==> config.mk <==
export PLATFORM = sky130hd
export DESIGN_NAME = dvam_ram
export DESIGN_NICKNAME = d
export VERILOG_FILES = /design/src/rtl/core/dvam_ram.sv
export SDC_FILE = /design/constraint.sdc
export NUM_CORES = 2
export LEC_CHECK = 0
export BUFFER_PORTS_ARGS = -buffer_cell sky130_fd_sc_hd__buf_2
export CAP_MARGIN = 20
export CORE_ASPECT_RATIO = 1.4
export CORE_UTILIZATION = 45
export CTS_CLUSTER_SIZE = 8
export DETAILED_ROUTE_END_ITERATION = 8
export PLACE_DENSITY = 0.6
export SLEW_MARGIN = 20
export SYNTH_ARGS = -nofsm -noshare
export SYNTH_HDL_FRONTEND = slang
export SYNTH_SLANG_ARGS = --single-unit
==> constraint.sdc <==
create_clock -name clk -period 2.43 [get_ports clk]
set_clock_uncertainty 0.1 [all_clocks]
set_input_delay 0.3645 -clock clk [delete_from_list [all_inputs] [get_ports clk]]
set_output_delay 0.3645 -clock clk [all_outputs]
set_load 0.005 [all_outputs]
==> src/rtl/core/dvam_ram.sv <==
`timescale 1ns / 1ps
`default_nettype none
// ----------------------------------------------------------------------------
// Generic simple dual-port RAM
// One write port and one read port, read data registered.
// ----------------------------------------------------------------------------
module dvam_ram #(
    parameter int WIDTH = 16,
    parameter int DEPTH = 256,
    parameter int AW    = (DEPTH > 1) ? $clog2(DEPTH) : 1
) (
    input  wire logic             clk,
    input  wire logic             wr_en,
    input  wire logic [AW-1:0]    wr_addr,
    input  wire logic [WIDTH-1:0] wr_data,
    input  wire logic [AW-1:0]    rd_addr,
    output logic      [WIDTH-1:0] rd_data
);

    logic [WIDTH-1:0] mem [DEPTH];

    always_ff @(posedge clk) begin
        if (wr_en) begin
            mem[wr_addr] <= wr_data;
        end
        rd_data <= mem[rd_addr];
    end

endmodule
`default_nettype wire

==> metrics.txt <==
status=complete, but fails checks; failing checks=setup timing; Critical Path AT=3.30 ns; final instance area=192000 um^2; Post-Route WL=454000 um; WP data required=3.15 ns; max-cap violation count=0; antenna-violating nets left=0; gr ovfl total=0; Num CTS Buffers=589; synthesis-stage register bit count=4112; headroom to the max-slew limit=39.1%; Final WS setup=-0.147 ns; Cells after Synth=7360; maximum vdd drop=571 uV; initial DRC count=9486; most frequent cells in the layout=edfxtp_1, mux4_2, buf_4; min-delay src=wr_addr[1]; area occupied by registers=123000 um^2; CP endpoint kind=flip-flop; Slew @ Worst Pin=0.913 ns; multi-input logic area=33700 um^2; Most common cell on crit path=buf_4; clock latency at the later pin of the worst-skew pair=0.94 ns; r2r setup slk=-0.15 ns; Power Total=159000 uW; clk slew on worst S/H paths=0.05 ns; RSZ-0062 raised after global routing=yes; Hold Path Stages=5; critical path's largest stage delay=0.59 ns; Die Y=705 um; Max Transition Viols Final=0; Die ar.=355000 um^2; Via density=6.11; Net Count, Synth=7394; GRT Resource Usage Total=25.4%; gpl congestion=0.914; # rows=257; vias in the first global route=85.0k; portion of synthesized cell area occupied by the leading cell type=77.5%; Max clock buf depth=4; WHS Endpoint=mem[159][0]; Filler Cell Count=26.2k; root buffer cell=clkbuf_16; fraction of layout cells with a size suffix above 1=32.7%; largest net degree at the start of global routing=105; Initial DRT Pass Iterations=6; Clock Sink Count=4112; dominant cells by area after synthesis=edfxtp_1, mux4_2, mux2i_1, o221ai_1, nor2_1; fin nets=8717; starting density of the core=45.3%; CP max-delay cell=nand4_1; dpl cells=12.7k; Synth Flop Type=edfxtp_1; CORE AREA=350000 um^2; Placed Instance Area=175000 um^2; die width=504 um; Async S/R FF share, synth=0%; post-layout min period=2.58 ns; Post-Layout Cell Count=13.4k; crit-path cells=clkbuf_8, or2_4, buf_6, buf_4, buf_4, o221ai_2, buf_4, o32ai_1, a21oi_4, nand4_1, nor4_2; CP bufs+invs=5; Syn-to-layout area delta=21.2%; initial antenna violation count=26; drt wl/cell=33.7 um; final setup fails=11; DP HPWL=292000 um; Hold Fails Final Rpt=0; fmax=388 MHz; dpl ws=-2.08 ns; post-synth top area cell=edfxtp_1; period utilization=106%; RR Startpoint=mem[55][13]; I/O pin cnt=50; Startpoint Class=input pin; worst-path fanout max=13; Crit path max-delay family=simple AND/OR/NAND/NOR gates; register area share after synthesis=77.7%; first-pass GRT wire length=641000 um; Remaining DRCs=0; H-tree depth=6; Post-Syn Area=159000 um^2; Pleak=0.0627 uW; r2r worst-path depth=6; Worst R2R End=rd_data[13]; syn_area_per_cell=21.6 um^2; Synthesis Warnings=0; vias=82.1k; Unique masters post-synth=52; EDFF count, synth=4096; TritonCTS clock tree=yes; critical setup path kind=input pin to flip-flop; Hold Path Class=input pin to flip-flop; commonest non-fill, non-tap cell in the layout=edfxtp_1; input/output buffers=49; power density over the cells=829 nW/um^2
==> how the worst max path moves through the flow <==
stage                     start     endpoint  cells past startpoint
floorplan            wr_addr[3]  mem[235][0]                      6
global placement     rd_addr[0]   rd_data[9]                     10
detailed placement   rd_addr[0]   rd_data[9]                     10
CTS                 mem[55][13]  rd_data[13]                      6
global route        mem[54][13]  rd_data[13]                      6
finish               rd_addr[2]   rd_data[9]                     11
==> worst reg2reg max path, stage by stage (launching register included) <==
cell      delay [ns]
edfxtp_1        0.37
mux4_2          0.49
mux4_2          0.57
a22o_4          0.34
o32ai_4         0.41
buf_6           0.16
nor4_2          0.03
==> power breakdown <==
group	internal (uW)	leakage (uW)	switching (uW)
Sequential	78400	0.0369	183
Clock	43900	0.00771	28200
Combinational	3490	0.0180	5340
Total	126000	0.0627	33700
==> routing by layer <==
metal	vias up	GRT usage, %	share of wire [%]
li1	33800	-	-
met1	44000	32.1	37
met2	3510	43.1	51
met3	873	3.73	6.8
met4	16	11.9	5.2
met5	-	0	0.021
==> area by class of cell <==
cell class                 count  area share, %
timing repair buffer        1184           7.14
antenna                       17         0.0221
tap                         4662           3.03
clock buffer                 642           7.95
multi-input combinational   2792           17.5
inverter                       4         0.0143
clock inverter                33          0.234
sequential                  4112           64.1
==> through the flow <==
stage | setup TNS [ns] | hold WS [ns] | utilization, %
after floorplan | -387.51 | 0.363 | -
after global placement | -18.65 | 0.575 | 50.0
after detailed placement | -19.03 | 0.585 | 50.0
after CTS | -0.552 | 0.0425 | 54.8
after global routing | -0.709 | 0.0961 | 54.9
final | -0.597 | 0.109 | 54.9
==> logic make-up after synthesis <==
family / count (synthesis) / synth area share [%]
AO/OA/AOI/OAI: 786 / 3.54
multiplexers: 1450 / 15.5
AND/OR/NAND/NOR: 556 / 1.57
flip-flops: 4112 / 77.7
buffers and inverters: 456 / 1.69
==> synth_stat cells, types with 11 or more instances <==
master and number:
a211oi_1 18, and3_1 11, buf_8 11, buf_1 27, mux4_2 797, buf_4 26
mux2i_1 565, edfxtp_1 4096, o22ai_1 148, buf_2 76, o221ai_1 252, a22o_1 32
nor4_1 17, mux2_2 88, clkbuf_1 230, o21ai_0 37, o31ai_1 16, a21oi_1 175
o32ai_1 20, a221oi_1 28, nand4_1 26, dfxtp_1 16, buf_6 77, nor2_1 304
nand2_1 38, nor3_1 92, nand3_1 35, a22oi_1 43
==> what timing repair did <==
| action | CTS | global route |
|---|---|---|
| pin swaps | 21 | 18 |
| endpoints found under the setup margin | 16 | 56 |
| endpoints found under the hold margin | 1354 | 0 |
| gates cloned | 2 | 1 |
| hold buffers | 19 | 0 |
| gates resized for setup | 104 | 55 |
| buffers inserted | 0 | 9 |
==> flip-flops by register name, indices dropped and copies added, names as in the netlist <==
| register | cells |
|---|---|
| mem | 4096 |
| rd_data | 16 |
No activity file was read; power rests on OpenSTA's default activity.
