File: src/rtl/core/dvam_pkg.sv
`timescale 1ns / 1ps
`default_nettype none
// ----------------------------------------------------------------------------
// Drum voice allocator and mixer: shared definitions
// Field widths, action and result codes, controller states and the
// control word that drives the mix accumulator.
// ----------------------------------------------------------------------------
package dvam_pkg;

    localparam int SAMPLE_W   = 16;
    localparam int ADDR_W     = 16;
    localparam int LEN_IN_W   = 17;
    localparam int VOICE_IN_W = 3;
    localparam int SLOT_OUT_W = 2;

    typedef enum logic [1:0] {
        ACT_LOAD    = 2'd0,
        ACT_SET_LEN = 2'd1,
        ACT_TRIGGER = 2'd2,
        ACT_TICK    = 2'd3
    } action_t;

    typedef enum logic {
        KIND_MIX     = 1'b0,
        KIND_TRIGGER = 1'b1
    } result_kind_t;

    typedef enum logic [2:0] {
        ST_IDLE,
        ST_LOAD,
        ST_SET_LEN,
        ST_SCAN,
        ST_DRAIN,
        ST_TRIG_WR,
        ST_RESULT
    } state_t;

    typedef struct packed {
        logic clear;
        logic add;
    } mix_ctl_t;

endpackage
`default_nettype wire

File: src/rtl/core/dvam_mix.sv
`timescale 1ns / 1ps
`default_nettype none
// ----------------------------------------------------------------------------
// Drum voice allocator and mixer: mix accumulator
// Sums the slot samples of one tick and saturates the total to 16 bits.
// ----------------------------------------------------------------------------
module dvam_mix #(
    parameter int NUM_SLOTS = 24
) (
    input  wire logic                                  aclk,
    input  wire dvam_pkg::mix_ctl_t                    ctl,
    input  wire logic signed [dvam_pkg::SAMPLE_W-1:0]  sample,
    output logic signed      [dvam_pkg::SAMPLE_W-1:0]  mixed_sample,
    output logic                                       clipped
);
    import dvam_pkg::*;

    localparam int ACC_W = SAMPLE_W + $clog2(NUM_SLOTS + 1);
    localparam logic signed [ACC_W-1:0] SAT_HI = ACC_W'((2 ** (SAMPLE_W - 1)) - 1);
    localparam logic signed [ACC_W-1:0] SAT_LO = ~SAT_HI;

    logic signed [ACC_W-1:0] acc_reg;
    logic signed [ACC_W-1:0] acc_next;

    always_comb begin
        acc_next = acc_reg;
        if (ctl.clear) begin
            acc_next = '0;
        end else if (ctl.add) begin
            acc_next = acc_reg + ACC_W'(sample);
        end
    end

    always_ff @(posedge aclk) begin
        acc_reg <= acc_next;
    end

    always_comb begin
        if (acc_reg > SAT_HI) begin
            mixed_sample = SAMPLE_W'(SAT_HI);
            clipped      = 1'b1;
        end else if (acc_reg < SAT_LO) begin
            mixed_sample = SAMPLE_W'(SAT_LO);
            clipped      = 1'b1;
        end else begin
            mixed_sample = SAMPLE_W'(acc_reg);
            clipped      = 1'b0;
        end
    end

endmodule
`default_nettype wire

File: config.mk
export PLATFORM = sky130hd
export DESIGN_NAME = dvam_mix
export DESIGN_NICKNAME = d
export VERILOG_FILES = /design/src/rtl/core/dvam_pkg.sv /design/src/rtl/core/dvam_mix.sv
export SDC_FILE = /design/constraint.sdc
export NUM_CORES = 1
export LEC_CHECK = 0
export BUFFER_PORTS_ARGS = -buffer_cell sky130_fd_sc_hd__buf_2
export CAP_MARGIN = 20
export CORE_MARGIN = 2
export CORE_UTILIZATION = 50
export DETAILED_ROUTE_END_ITERATION = 7
export PLACE_DENSITY = 0.78
export SYNTH_ARGS = -nofsm -noshare
export SYNTH_HDL_FRONTEND = slang
export SYNTH_SLANG_ARGS = --single-unit
File: constraint.sdc
create_clock -name aclk -period 7.49 [get_ports aclk]
set_clock_uncertainty 0.2 [all_clocks]
set_input_delay 0.3745 -clock aclk [delete_from_list [all_inputs] [get_ports aclk]]
set_output_delay 0.3745 -clock aclk [all_outputs]
set_load 0.01 [all_outputs]
==> flow_summary.json <==
{
  "yosysTopAreaCellShare_pct": 23.2,
  "grt_max_degree": 23,
  "path_clk_slew_ns": 0.13,
  "die_w_um": 64.2,
  "root_buffer": "clkbuf_4",
  "crit_arrival_ns": 2.94,
  "grt-ovfl-total": 0,
  "cts.sinks": 21,
  "die-height_um": 64.2,
  "grtUsageMet2_pct": 35.2,
  "slowest_stage": "fa_1",
  "row_count": 21,
  "diodes": 0,
  "rsz0062_at_grt": "no",
  "dp_slack_ns": 4.41,
  "yosysWarnings": 0,
  "drtIter0Drc": 67,
  "ys_top_cells_by_area": "dfxtp_1 (23%), ha_1 (14%), a21o_1 (11%), xor2_1 (4.8%), mux2i_1 (4.4%)",
  "run_status": "finished, final reports clean",
  "p_leak_nw": 1.07,
  "numCtsBuffers": 3,
  "post_cts_buffers": 0,
  "critPathBufInv": 0,
  "tritoncts": "done",
  "hold_path_class": "primary input to flip-flop",
  "startpoint_type": "flip-flop",
  "synth_fp_nets": 252,
  "wl_per_cell_um": 13.9,
  "post-route-period-util_pct": 39.0,
  "crit_chain": "ha_1 -> fa_1 -> a21oi_1 -> o2bb2ai_1 -> a211o_1 -> a31o_2 -> a211o_1 -> nand3_1 -> mux2_4",
  "grt_first_pass_wirelength_um": 6870,
  "worst_pin_slew_ns": 0.644,
  "critical_path.max_fanout": 6,
  "design.core.area_um2": 3420,
  "io-pin-count": 36,
  "routed_via_density": 5.74,
  "whs_ns": 0.229,
  "ys_types": 44,
  "slew_violations": 0,
  "crit_top_cell": "a211o_1",
  "largest_reg_flops": 21,
  "nets": 285,
  "async_flop_share_pct": 0,
  "hpwl_um": 3040,
  "crit_type": "flip-flop to flip-flop",
  "fin_ws_ns": 4.57,
  "utilization_pct": 59.8,
  "dr.pass1.iters": 4,
  "vias": 1664,
  "slew_headroom_pct": 57.1,
  "syn_avg_cell_area_um2": 8.54,
  "antenna_found_initial": 0,
  "grt_use_total_pct": 20.8,
  "required_ns": 7.51,
  "final_antenna_net_count": 0,
  "ys_seq_area_share_pct": 23.2,
  "area.growth.synth_to_final_pct": 12.9,
  "final_common_cell": "buf_2",
  "syn_inst": 212,
  "fmax_ghz": 0.342,
  "busiest_layer": "met2",
  "htree_levels": 1,
  "hold_viol": 0,
  "setup_viol": 0,
  "syn_area_um2": 1810,
  "wl_um": 4020,
  "yosys.area.top_type": "dfxtp_1",
  "synth_edf_count": 0,
  "min_period_ns": 2.92,
  "drive_gt1_share_pct": 18.9,
  "clock_latency_ns": 0.31,
  "p_per_area_nw_per_um2": 250,
  "place.gp.congestion": 0.885,
  "use_met3_pct": 4.58,
  "dieArea_um2": 4120,
  "irDropWorstVdd_v": 0.000126,
  "grt_pass1_vias": 1509,
  "critPathCaptureType": "flip-flop",
  "cp_top_family": "compound AO/OA/AOI/OAI gates",
  "drc": 0,
  "final_cell_mix": "buf_2 (35), a21o_1 (27), dfxtp_1 (21)",
  "port-buffer-count": 35,
  "yosys_register_bits": 21,
  "finalPower_w": 0.000511,
  "crit_path_max_incr_delay_ns": 0.40,
  "initial_core_util_pct": 53.0,
  "synth_ff_type": "dfxtp_1",
  "cts_buffer_depth": 2,
  "setup_tns_ns": 0,
  "drv_cap": 0,
  "grt_util_met1_pct": 27.2,
  "cts_resized": 0,
  "postCtsHoldBufs": 0
}
logic make-up after synthesis:
logic type	after synthesis	share of synthesized area, %
compound gates	78	30.2
simple gates	56	16.0
fa+ha+maj	21	14.9
flops	21	23.2
xor+xnor	16	7.74
buf+inv	11	2.70
mux	9	5.25
per-stage QoR:
stage	cells	area [um^2]
2_1_floorplan	212	1810
3_3_place_gp	286	2020
3_5_place_dp	286	2020
4_1_cts	290	2040
5_1_grt	290	2040
6_report	290	2040
synth_stat cells (all sizes together), types with 2 or more instances:
library cell  instances
and3                  3
nor2b                 4
inv                   2
o21ai                11
buf                   3
a31oi                 4
xnor2                 6
nand2                11
a221o                 2
a41oi                 4
nand3                 4
a211oi                3
and4                  2
a21oi                11
clkbuf                6
nand2b                8
mux2i                 8
o31ai                 2
ha                   20
nor2                 16
dfxtp                21
a211o                 2
xor2                 10
o22ai                 4
or3                   2
a21o                 28
and2                  2
worst paths after layout:
path / start / to / slack (ns) / depth (start not counted)
setup / recovery: acc_reg[0] / acc_reg[20] / 4.57 / 9
hold reg to reg: acc_reg[16] / acc_reg[16] / 0.30 / 2
hold / removal: sample[0] / acc_reg[0] / 0.23 / 4
setup reg to reg: acc_reg[0] / acc_reg[20] / 4.57 / 9
tightest hold or removal path, delay by kind of cell:
family / cells / cell delay (ns)
buffers and inverters: 1 / 0.08
adder cells (fa/ha/maj): 1 / 0.12
AND/OR/NAND/NOR: 1 / 0.08
multiplexers: 1 / 0.06
layout make-up:
cell class | count | area, um^2
Timing Repair Buffer | 37 | 190
Tap cell | 46 | 57.6
Multi-Input combinational cell | 180 | 1340
Sequential cell | 21 | 420
Inverter | 2 | 7.51
Clock buffer | 4 | 26.3
Fill cell | 341 | 1370
report_power, final:
| group | total [W] | switching, W | internal (W) |
|---|---|---|---|
| sequential | 0.000148 | 0.0000173 | 0.000131 |
| combinational | 0.000305 | 0.000162 | 0.000143 |
| clock | 0.0000576 | 0.0000368 | 0.0000208 |
routing by layer:
metal | share of wire, % | up-vias
li1 | - | 859
met1 | 49 | 763
met2 | 46 | 40
met3 | 4.4 | 2
met4 | 0.60 | 0
met5 | 0 | -
(Power assumes the default switching activity.)
